<file path="src/rtl/aipr_pkg.sv">
`default_nettype none
package aipr_pkg;

   localparam int unsigned CSR_INDEX_WIDTH = 8;
   localparam logic [CSR_INDEX_WIDTH-1:0] REG_MIN_VALUE = 8'd0;
   localparam logic [CSR_INDEX_WIDTH-1:0] REG_MAX_VALUE = 8'd1;

   localparam logic [63:0] SIGN_BIT = 64'h8000_0000_0000_0000;

   typedef enum logic [2:0] {
      ST_OK        = 3'd0,
      ST_BAD_HEX   = 3'd1,
      ST_BAD_DEC   = 3'd2,
      ST_RANGE     = 3'd3,
      ST_BAD_START = 3'd4,
      ST_NO_DIGITS = 3'd5
   } status_type;

   // parse state handed to the finish stage at the end of a value
   typedef struct packed {
      logic [63:0] acc;
      logic        minus;
      logic        digit;
      logic        hex;
      status_type  err;
   } rec_type;

   function automatic logic [4:0] dec_digit(input logic [7:0] c);
      logic [7:0] d;
      d = c - 8'h30;
      if (c inside {[8'h30:8'h39]}) begin
         return {1'b1, d[3:0]};
      end
      return 5'd0;
   endfunction

   function automatic logic [4:0] hex_digit(input logic [7:0] c);
      logic [7:0] lo;
      logic [7:0] up;
      lo = c - 8'h57;
      up = c - 8'h37;
      if (c inside {[8'h30:8'h39]}) begin
         return dec_digit(c);
      end else if (c inside {[8'h61:8'h66]}) begin
         return {1'b1, lo[3:0]};
      end else if (c inside {[8'h41:8'h46]}) begin
         return {1'b1, up[3:0]};
      end
      return 5'd0;
   endfunction

endpackage
`default_nettype wire

</file>
<file path="src/rtl/ascii_integer_parse_range_check.sv">
`default_nettype none
// Channel  Dir  Handshake          Word
// req      in   req_valid/stall    ch, first, last, empty_req
// rsp      out  rsp_valid/stall    magnitude, is_negative, status, minus_zero_fixed
// csr      in   csr_valid/ready    index, data (min_value, max_value)
//
// One character per cycle while req_stall is low. A result leaves after its last or
// empty word through the parse register, then the range check stage.
// reset clears parse state, pipeline valids and restores the bounds.
// req_stall rises only while a finished value waits behind a stalled rsp.
module ascii_integer_parse_range_check (
   input  wire logic                                clock,
   input  wire logic                                reset,
   input  wire logic                                req_valid,
   output      logic                                req_stall,
   input  wire logic [7:0]                          req_ch,
   input  wire logic                                req_first,
   input  wire logic                                req_last,
   input  wire logic                                req_empty_req,
   output      logic                                rsp_valid,
   input  wire logic                                rsp_stall,
   output      logic [63:0]                         rsp_magnitude,
   output      logic                                rsp_is_negative,
   output      logic [2:0]                          rsp_status,
   output      logic                                rsp_minus_zero_fixed,
   input  wire logic                                csr_valid,
   output      logic                                csr_ready,
   input  wire logic [aipr_pkg::CSR_INDEX_WIDTH-1:0] csr_index,
   input  wire logic [63:0]                         csr_data
);
   import aipr_pkg::*;

   logic        accept, done, out_load;
   rec_type     rec_in, rec_ff;
   logic        rec_valid_ff, rec_valid_in;
   logic [63:0] min_ff, max_ff, negmin_ff;
   logic        rsp_valid_ff, rsp_valid_in;
   logic [63:0] mag_ff, mag_in;
   logic        neg_ff, neg_in, mzf_ff, mzf_in;
   status_type  st_ff, st_in;
   logic        min_pos, fail;

   assign csr_ready = 1'b1;
   assign done      = req_last || req_empty_req;
   assign out_load  = !rsp_valid_ff || !rsp_stall;
   assign req_stall = rec_valid_ff && !out_load;
   assign accept    = req_valid && !req_stall;

   aipr_parse u_parse (
      .clock     (clock),
      .reset     (reset),
      .step      (accept),
      .ch        (req_ch),
      .first     (req_first),
      .last      (req_last),
      .empty_req (req_empty_req),
      .rec       (rec_in)
   );

   assign rec_valid_in = (accept && done) || (rec_valid_ff && !out_load);
   assign rsp_valid_in = out_load ? rec_valid_ff : rsp_valid_ff;

   always_comb begin
      min_pos = !min_ff[63] && (min_ff != 64'd0);
      fail    = 1'b0;
      st_in   = rec_ff.err;
      if (rec_ff.err == ST_OK) begin
         if (!rec_ff.digit) begin
            if (!rec_ff.hex) begin
               st_in = ST_NO_DIGITS;
            end
         end else if (!rec_ff.minus) begin
            fail = (min_pos && (rec_ff.acc < min_ff)) || (rec_ff.acc > max_ff);
         end else begin
            fail = (rec_ff.acc > SIGN_BIT) ||
                   (min_ff[63] ? (rec_ff.acc > negmin_ff)
                               : ((min_ff != 64'd0) || (rec_ff.acc != 64'd0)));
         end
         if (fail) begin
            st_in = ST_RANGE;
         end
      end
      mag_in = (st_in == ST_OK) ? rec_ff.acc : 64'd0;
      neg_in = (st_in == ST_OK) && rec_ff.minus && (rec_ff.acc != 64'd0);
      mzf_in = (st_in == ST_OK) && rec_ff.minus && (rec_ff.acc == 64'd0);
   end

   always_ff @(posedge clock) begin
      if (reset) begin
         rec_valid_ff <= 1'b0;
         rsp_valid_ff <= 1'b0;
         min_ff       <= SIGN_BIT;
         negmin_ff    <= SIGN_BIT;
         max_ff       <= '1;
      end else begin
         rec_valid_ff <= rec_valid_in;
         rsp_valid_ff <= rsp_valid_in;
         if (csr_valid && csr_ready) begin
            case (csr_index)
               REG_MIN_VALUE: begin
                  min_ff    <= csr_data;
                  negmin_ff <= 64'd0 - csr_data;
               end
               REG_MAX_VALUE: begin
                  max_ff <= csr_data;
               end
               default: begin
               end
            endcase
         end
      end
   end

   always_ff @(posedge clock) begin
      if (accept && done) begin
         rec_ff <= rec_in;
      end
      if (out_load && rec_valid_ff) begin
         mag_ff <= mag_in;
         neg_ff <= neg_in;
         mzf_ff <= mzf_in;
         st_ff  <= st_in;
      end
   end

   assign rsp_valid            = rsp_valid_ff;
   assign rsp_magnitude        = mag_ff;
   assign rsp_is_negative      = neg_ff;
   assign rsp_status           = st_ff;
   assign rsp_minus_zero_fixed = mzf_ff;

   a_hold_when_full: assert property (@(posedge clock) disable iff (reset)
      rec_valid_ff && rsp_valid_ff && rsp_stall |-> req_stall)
      else $error("finished value overrun while rsp stalled");

   a_done_captured: assert property (@(posedge clock) disable iff (reset)
      accept && done |=> rec_valid_ff)
      else $error("finished value not captured");

   a_error_clears: assert property (@(posedge clock) disable iff (reset)
      rsp_valid && (rsp_status != ST_OK) |->
         (rsp_magnitude == 64'd0) && !rsp_is_negative && !rsp_minus_zero_fixed)
      else $error("error word carries a value");

   a_sign_flags: assert property (@(posedge clock) disable iff (reset)
      rsp_valid |-> !(rsp_is_negative && rsp_minus_zero_fixed))
      else $error("negative and minus zero flags both set");

endmodule
`default_nettype wire

</file>
<file path="src/rtl/aipr_parse.sv">
`default_nettype none
module aipr_parse (
   input  wire logic            clock,
   input  wire logic            reset,
   input  wire logic            step,
   input  wire logic [7:0]      ch,
   input  wire logic            first,
   input  wire logic            last,
   input  wire logic            empty_req,
   output aipr_pkg::rec_type    rec
);
   import aipr_pkg::*;

   typedef enum logic [1:0] {
      MODE_UNDECIDED = 2'd0,
      MODE_DEC       = 2'd1,
      MODE_HEX       = 2'd2
   } mode_type;

   logic [7:0]  held_ff, held_in, held_cur;
   logic [1:0]  idx_ff, idx_in, idx_cur;
   mode_type    mode_ff, mode_in, mode_cur;
   logic [63:0] acc_ff, acc_in, acc_cur;
   logic        minus_ff, minus_in, minus_cur;
   logic        digit_ff, digit_in, digit_cur;
   status_type  err_ff, err_in, err_cur;

   logic [4:0]  dec_c, hex_c, dec_h, dig;
   logic [67:0] prod;
   logic [6:0]  pair;

   always_comb begin
      held_cur  = first ? 8'd0 : held_ff;
      idx_cur   = first ? 2'd0 : idx_ff;
      mode_cur  = first ? MODE_UNDECIDED : mode_ff;
      acc_cur   = first ? 64'd0 : acc_ff;
      minus_cur = first ? 1'b0 : minus_ff;
      digit_cur = first ? 1'b0 : digit_ff;
      err_cur   = first ? ST_OK : err_ff;

      dec_c = dec_digit(ch);
      hex_c = hex_digit(ch);
      dec_h = dec_digit(held_cur);
      dig   = (mode_cur == MODE_HEX) ? hex_c : dec_c;
      if (mode_cur == MODE_HEX) begin
         prod = ({4'd0, acc_cur} << 4) + {64'd0, dig[3:0]};
      end else begin
         prod = ({4'd0, acc_cur} << 3) + ({4'd0, acc_cur} << 1) + {64'd0, dig[3:0]};
      end
      pair = ({3'd0, dec_h[3:0]} << 3) + ({3'd0, dec_h[3:0]} << 1) + {3'd0, dec_c[3:0]};

      held_in  = held_cur;
      mode_in  = mode_cur;
      acc_in   = acc_cur;
      minus_in = minus_cur;
      digit_in = digit_cur;
      err_in   = err_cur;
      idx_in   = (idx_cur == 2'd2) ? idx_cur : idx_cur + 2'd1;

      if (err_cur == ST_OK) begin
         case (idx_cur)
            2'd0: begin
               held_in = ch;
               if (last) begin
                  if (ch == 8'h2d) begin
                     minus_in = 1'b1;
                     mode_in  = MODE_DEC;
                  end else if (dec_c[4]) begin
                     mode_in  = MODE_DEC;
                     digit_in = 1'b1;
                     acc_in   = {60'd0, dec_c[3:0]};
                  end else begin
                     err_in = ST_BAD_START;
                  end
               end
            end
            2'd1: begin
               if (ch == 8'h78 || ch == 8'h58) begin
                  mode_in = MODE_HEX;
               end else if (held_cur == 8'h2d) begin
                  minus_in = 1'b1;
                  mode_in  = MODE_DEC;
                  if (dec_c[4]) begin
                     digit_in = 1'b1;
                     acc_in   = {60'd0, dec_c[3:0]};
                  end else begin
                     err_in = ST_BAD_DEC;
                  end
               end else if (dec_h[4]) begin
                  mode_in  = MODE_DEC;
                  digit_in = 1'b1;
                  if (dec_c[4]) begin
                     acc_in = {57'd0, pair};
                  end else begin
                     acc_in = {60'd0, dec_h[3:0]};
                     err_in = ST_BAD_DEC;
                  end
               end else begin
                  err_in = ST_BAD_START;
               end
            end
            default: begin
               if (!dig[4]) begin
                  err_in = (mode_cur == MODE_HEX) ? ST_BAD_HEX : ST_BAD_DEC;
               end else begin
                  digit_in = 1'b1;
                  if (prod[67:64] != 4'd0) begin
                     err_in = ST_RANGE;
                  end else begin
                     acc_in = prod[63:0];
                  end
               end
            end
         endcase
      end

      if (empty_req) begin
         rec = '{acc: 64'd0, minus: 1'b0, digit: 1'b0, hex: 1'b0, err: ST_BAD_START};
      end else begin
         rec = '{acc: acc_in, minus: minus_in, digit: digit_in,
                 hex: (mode_in == MODE_HEX), err: err_in};
      end
   end

   always_ff @(posedge clock) begin
      if (reset || (step && (last || empty_req))) begin
         held_ff  <= 8'd0;
         idx_ff   <= 2'd0;
         mode_ff  <= MODE_UNDECIDED;
         acc_ff   <= 64'd0;
         minus_ff <= 1'b0;
         digit_ff <= 1'b0;
         err_ff   <= ST_OK;
      end else if (step) begin
         held_ff  <= held_in;
         idx_ff   <= idx_in;
         mode_ff  <= mode_in;
         acc_ff   <= acc_in;
         minus_ff <= minus_in;
         digit_ff <= digit_in;
         err_ff   <= err_in;
      end
   end

endmodule
`default_nettype wire

</file>
<file path="config.mk">
export PLATFORM = sky130hd
export DESIGN_NAME = ascii_integer_parse_range_check
export DESIGN_NICKNAME = d
export VERILOG_FILES = /design/src/rtl/aipr_pkg.sv /design/src/rtl/ascii_integer_parse_range_check.sv /design/src/rtl/aipr_parse.sv
export SDC_FILE = /design/constraint.sdc
export NUM_CORES = 2
export LEC_CHECK = 0
export BUFFER_PORTS_ARGS = -buffer_cell sky130_fd_sc_hd__buf_2
export CAP_MARGIN = 25
export CORE_ASPECT_RATIO = 2
export CORE_MARGIN = 8
export CORE_UTILIZATION = 26
export CTS_BUF_LIST = sky130_fd_sc_hd__clkbuf_4 sky130_fd_sc_hd__clkbuf_8 sky130_fd_sc_hd__clkbuf_16
export CTS_CLUSTER_SIZE = 20
export DETAILED_ROUTE_END_ITERATION = 10
export GPL_TIMING_DRIVEN = 0
export SETUP_SLACK_MARGIN = 0.5
export SYNTH_ARGS = -nofsm -noshare
export SYNTH_HDL_FRONTEND = slang
export SYNTH_SLANG_ARGS = --single-unit
</file>
<file path="constraint.sdc">
create_clock -name clock -period 7.7 [get_ports clock]
set_input_delay 0 -clock clock [delete_from_list [all_inputs] [get_ports clock]]
set_output_delay 0 -clock clock [all_outputs]
set_load 0.02 [all_outputs]
</file>
**Yosys cells after proc, flatten, opt, wreduce, memory -nomap -nowiden**

Cells that the tools add are included.

- Magnitude comparators: 12
- Eq/ne operators: 9
- Div/mod/pow operators: 0
- Bitwise operators: 0
- Shift operators: 0
- $mul: 0
- Reductions and logical operators: 37
- Add/subtract/negate cells: 11
- Muxes and demuxes: 81

Operators by type and width:

| operator | count |
|---|---|
| $mux 64 | 10 |
| $add 68x4->68 | 2 |
| $gt 64x64->1 | 2 |
| $pmux 64 s2 | 1 |
| $reduce_bool 64->1 | 2 |
| $add 67x65->68 | 1 |
| $mux 68 | 1 |
| $gt 64x64->1 const B | 1 |
| $logic_not 64->1 | 1 |
| $lt 64x64->1 | 1 |
| $sub 1x64->64 const A | 1 |
| $mux 5 | 10 |
| $mux 3 | 15 |
| $mux 1 | 25 |
| $mux 8 | 3 |
| $mux 2 | 11 |
| $eq 8x6->1 const B | 2 |
| $eq 8x7->1 const B | 2 |
| $ge 8x6->1 const B | 2 |
| $ge 8x7->1 const B | 2 |
| $le 8x6->1 const B | 2 |
| $le 8x7->1 const B | 2 |
| $logic_and 1x1->1 | 13 |
| $logic_not 3->1 | 3 |
| 18 further kinds | 35 |

- Input bits: 88
- Bits in latches: 0
- Logic and storage cells: 171
- Memories kept: 0
- Flip-flop bits (word level): 414
- RAM bits: 0
- Output and inout port bits: 72
- Memory bits (read-only): 0

**Longest topological paths before layout**

- Depth in word-level cells: 14
- Depth in mapped cells: 26
- Depth with buffers taken out: 25

**Modules after synthesis**

Synthesis repeated with hierarchy kept, for this count alone.

- Cell total of the unflattened synthesis: 3706
- Area, all modules: 29798.6 um^2

By module, submodules not included:

| module | seq. area each (um^2) | instances | area each (um^2) | cells an instance |
|---|---|---|---|---|
| ascii_integer_parse_range_check | 8037.7 | 1 | 17524.3 | 1913 |
| aipr_parse | 1621.6 | 1 | 12274.3 | 1793 |

**Least setup slack after synthesis**

Ideal clock, no wire load.

- Kind: register to register
- From: register rsp_valid_ff, in the netlist rsp_valid
- To: register neg_ff, in the netlist rsp_is_negative (enable)
- Data required time: 7.099 ns
- Library setup time: 0.601 ns
- Buffers on the path: 0
- Period minus slack after synthesis: 5.979 ns
- Path slack: 1.721 ns
- Data arrival time: 5.378 ns
- Stages on the path, launching flop included: 2
- Path through: dfxtp_1 a21boi_0

- Cells in the longest elaborated chain, start to end: 3

Ends and longest elaborated chain:

| item | RTL line | source |
|---|---|---|
| from (decl) | ascii_integer_parse_range_check.sv:37 | `logic rsp_valid_ff, rsp_valid_in;` |
| from (signal assigned) | ascii_integer_parse_range_check.sv:97 | `rsp_valid_ff <= rsp_valid_in;` |
| $logic_not 1->1 | ascii_integer_parse_range_check.sv:45 | `assign out_load = !rsp_valid_ff \|\| !rsp_stall;` |
| $logic_or 1x1->1 | ascii_integer_parse_range_check.sv:45 |  |
| $logic_and 1x1->1 | ascii_integer_parse_range_check.sv:118 | `if (out_load && rec_valid_ff) begin` |
| to (signal assigned) | ascii_integer_parse_range_check.sv:120 | `neg_ff <= neg_in;` |
| to (decl) | ascii_integer_parse_range_check.sv:39 | `logic neg_ff, neg_in, mzf_ff, mzf_in;` |

Every way passes these cells.
A chain may end at the register's enable or synchronous reset.

**Final worst setup path**

- From: input req_first
- To: register rec_ff[48] (netlist bit) (data pin)

- Cells in the longest elaborated chain, start to end: 10
- Elaborated cells between the ends (all ways): 31
- Classes of those cells: add/sub: 3; order compare: 2; eq/ne: 3; mux: 19; reduce/logical: 4

Ends and longest elaborated chain:

| item | RTL line | source |
|---|---|---|
| from (decl) | ascii_integer_parse_range_check.sv:17 | `input wire logic req_first,` |
| branches (longest 9 deep; another with $add 67x65->68) | n/a |  |
| $mux 64 (*) | aipr_parse.sv:60 | `if (err_cur == ST_OK) begin` |
| to (signal assigned) | ascii_integer_parse_range_check.sv:116 | `rec_ff <= rec_in;` |
| to (decl) | ascii_integer_parse_range_check.sv:34 | `rec_type rec_in, rec_ff;` |

Every way passes the cells marked *.

==> implementation parameters <==
Parameter                              Value

Finish
  Most common cell after layout, fill and taps aside ... nand2_1
  Utilization after layout ... a little under a third
  Area delta synth->final ... 17.0%
  Share of post-route cells with drive strength above 1 ... ~8.4%
  Fill cell count ... 11.5k
  Post-layout net count ... 4,143
  Commonest cells after routing, fill and taps aside ... nand2_1, a21oi_1, ha_1

Timing
  Maximum clock skew at final layout ... 0.0189 ns
  Tightest hold margin ... 0.0782 ns
  Final critical-path required period ... 7.13 ns
  Final period util ... 92.6%
  Least setup slack across all paths after layout ... 0.566 ns
  Slew Limit Fails ... 0
  Final hold violation count ... 0
  Peak Freq ... between 100 and 150 MHz
  Max-slew headroom ... between 20% and 30%
  RSZ-0062 raised after global routing ... true
  Endpoints failing setup ... 0
  Tightest Pin Transition ... roughly 1.1 ns
  Final TNS setup ... 0 ns

Routing
  Post-route DRC violation count ... 0
  WL/cell ... 24.5 um
  Vias ... 27.6k
  Routed WL ... between 100 and 150 mm
  Post-detailed-route via-to-cell ratio ... 5.38
  First-pass detailed-route iteration total ... 7
  Count of antenna-violating nets left after detailed routing ... 0
  Number of violations reported at the end of detailed-routing iteration 0 ... between 1.5k and 2k

CTS
  TritonCTS buffer count ... 39
  Number of H-tree levels ... 2
  CTS sink cnt ... between 400 and 500
  Clock Root Buffer ... clkbuf_16
  Worst skew pair latency ... 0.59 ns
  Max Root-Sink Buffers ... 3
  Clock-pin slew on the worst setup and hold paths ... 0.07 ns
  CTS tree ... built

Critical path
  Category of the worst setup path capture point ... flip-flop
  Critical path startpoint category ... primary input
  Slowest cell delay on critical path ... 0.81 ns
  Highest-delay cell along the critical path ... clkbuf_1
  Data required time at the worst endpoint ... 8.11 ns
  Cell-by-cell listing of the critical path ... buf_2 > clkbuf_1 > clkbuf_1 > clkbuf_1 > nor2_1 > ha_1 > ha_1 > buf_2 > nand4_1 > or4_1 > o2bb2ai_1 > a211o_1 > a211oi_1 > buf_4 > o31a_1 > o21ba_2 > o21ai_1 > o21ai_2 > a21oi_4 > buf_2 > a22o_1
  Register-to-register setup slack ... 0.69 ns
  Start-to-end type of the worst setup path ... primary input to flip-flop
  Critical Path Fanout Max ... 10
  Critical path arrival ... 7.55 ns

Global routing
  Initial antenna violation count ... 7
  Sum of overflow across all layers after global routing ... 0
  Via count of the first global-routing pass ... 28.8k
  Global-route wire length before repair ... 181 mm
  Largest net degree at the start of global routing ... 40
  GRT Resource Usage Total ... between 10% and 20%

Flow run
  Max cap viols ... 0

Placed design
  Detail Placement HPWL ... around 100 mm
  Post-Place Worst Slack ... -0.572 ns
  Count of port buffers added during placement ... 152
  GPL Wtd Cong ... 1.01

Synth
  Share of the yosys chip area belonging to registers ... 34.0%
  Primary FF master, synth ... dfxtp_1
  Net count after synthesis ... 3,860
  Synth Instances ... 3,434
  Count of different cell masters after synthesis ... 91
  Mean cell area of the mapped netlist ... slightly above 8 um^2
  Number of enable-type register cells in the synthesized netlist ... 139
  Synthesized cell area ... 28,400 um^2
  Ys async rst share ... 0%
  Synthesis-stage register bit count ... 413
  Yosys warnings ... 0

Floorplan
  Number of primary I/O pins ... 160
  Y dimension of the die ... 484 um
  Starting utilization of the core area ... between 20% and 30%
  CORE AREA ... 108,000 um^2
  Row cnt ... 171
  Die Footprint ... 121,000 um^2
  Horiz. Die Dim ... roughly 250 um

Run status
  Outcome ... finished, final reports clean

Power
  Leakage power ... 0.0134 uW
  Total power divided by cell area ... 149 nW/um^2
  Worst IR Drop VDD ... 0.129 mV

Hold path
  Hold Crit Class ... primary input to flip-flop
repair_timing:
item	CTS	global route
resized for setup	6	12
hold buffers	74	0
gates cloned	0	0
endpoints found under the hold margin	210	0
buffers inserted	2	0
pin swaps	1	0
setup endpoints to repair	115	123
Yosys cell counts, types with 81 or more instances:
| cell | count | share of area (%) |
|---|---|---|
| nand2_1 | 541 | 7.1 |
| edfxtp_1 | 139 | 15 |
| o21ai_0 | 145 | 2.6 |
| o211ai_1 | 82 | 2.2 |
| nor2_1 | 166 | 2.2 |
| clkbuf_1 | 132 | 1.7 |
| ha_1 | 334 | 15 |
| dfxtp_1 | 274 | 19 |
| a21oi_1 | 391 | 6.9 |
| nor2b_1 | 87 | 1.9 |
| inv_1 | 241 | 3.2 |
| a21o_1 | 81 | 2.1 |
| nand4_1 | 81 | 1.8 |
sequential cells by signal, indices dropped and copies added, names as in the netlist:
name and cells:
rsp_minus_zero_fixed 1, rsp_is_negative 1, u_parse.acc_ff 64, rsp_valid 1
u_parse.idx_ff 2, max_ff 64, u_parse.err_ff 3, rec_valid_ff 1
u_parse.held_ff 8, rsp_magnitude 64, min_ff 64, rsp_status 3
u_parse.minus_ff 1, rec_ff 70, negmin_ff 63, u_parse.digit_ff 1
u_parse.mode_ff 2
worst paths after layout:
kind                           start                 to  cells after the start
setup / recovery           req_first         rec_ff[48]                     21
hold / removal             req_valid  u_parse.err_ff[2]                      5
setup reg to reg  u_parse.mode_ff[1]         rec_ff[48]                     20
hold reg to reg        negmin_ff[50]      negmin_ff[50]                      2
cell type report:
class / count / area, um^2 / area share (%)
antenna: 2 / 5.00 / 0.0150
buffer: 168 / 683 / 2.05
clock buffer: 44 / 1050 / 3.17
clock inverter: 27 / 292 / 0.876
inverter: 243 / 913 / 2.74
multi-input combinational: 2610 / 17200 / 51.8
sequential: 413 / 9660 / 29.0
tap: 1384 / 1730 / 5.20
timing repair buffer: 242 / 1700 / 5.11
worst max-delay path, delay by kind of cell:
| family | cells | cell delay, ns |
|---|---|---|
| buffers and inverters | 7 | 3.32 |
| AOI/OAI and AO/OA | 9 | 2.51 |
| and+or+nand+nor | 3 | 1.02 |
| adders and majority gates | 2 | 0.61 |
report_power, final:
group	internal (uW)	switching, uW	total, uW
Combinational	158	326	485
Clock	1140	986	2130
Sequential	2290	59.5	2340
Total	3590	1370	4960
routing by layer:
layer | up-vias | part of all wire, % | GRT usage (%)
li1 | 12924 | - | -
met1 | 13086 | 31 | 16.8
met3 | 518 | 4.5 | 2.88
met5 | - | 0.052 | 0
met2 | 1066 | 53 | 38.8
met4 | 10 | 11 | 19.2
logic make-up after synthesis:
| group | Yosys count | share of synthesized area [%] |
|---|---|---|
| and+or+nand+nor | 1163 | 19.4 |
| AOI/OAI and AO/OA | 989 | 22.4 |
| DFF | 413 | 34.0 |
| buffers and inverters | 411 | 5.58 |
| adders and majority gates | 338 | 15.0 |
| xor gates and xnor gates | 105 | 3.23 |
| muxes | 14 | 0.506 |
| other | 1 | 0.0132 |
per-stage QoR:
step,cells,instance area (um^2),total power (uW)
after floorplan,3434,28400,2600
after global placement,4970,30900,2830
after detailed placement,4982,31100,2830
after CTS,5129,33200,4970
after global routing,5132,33300,5070
final,5133,33300,4960
Power figures use the tool's default switching activity.
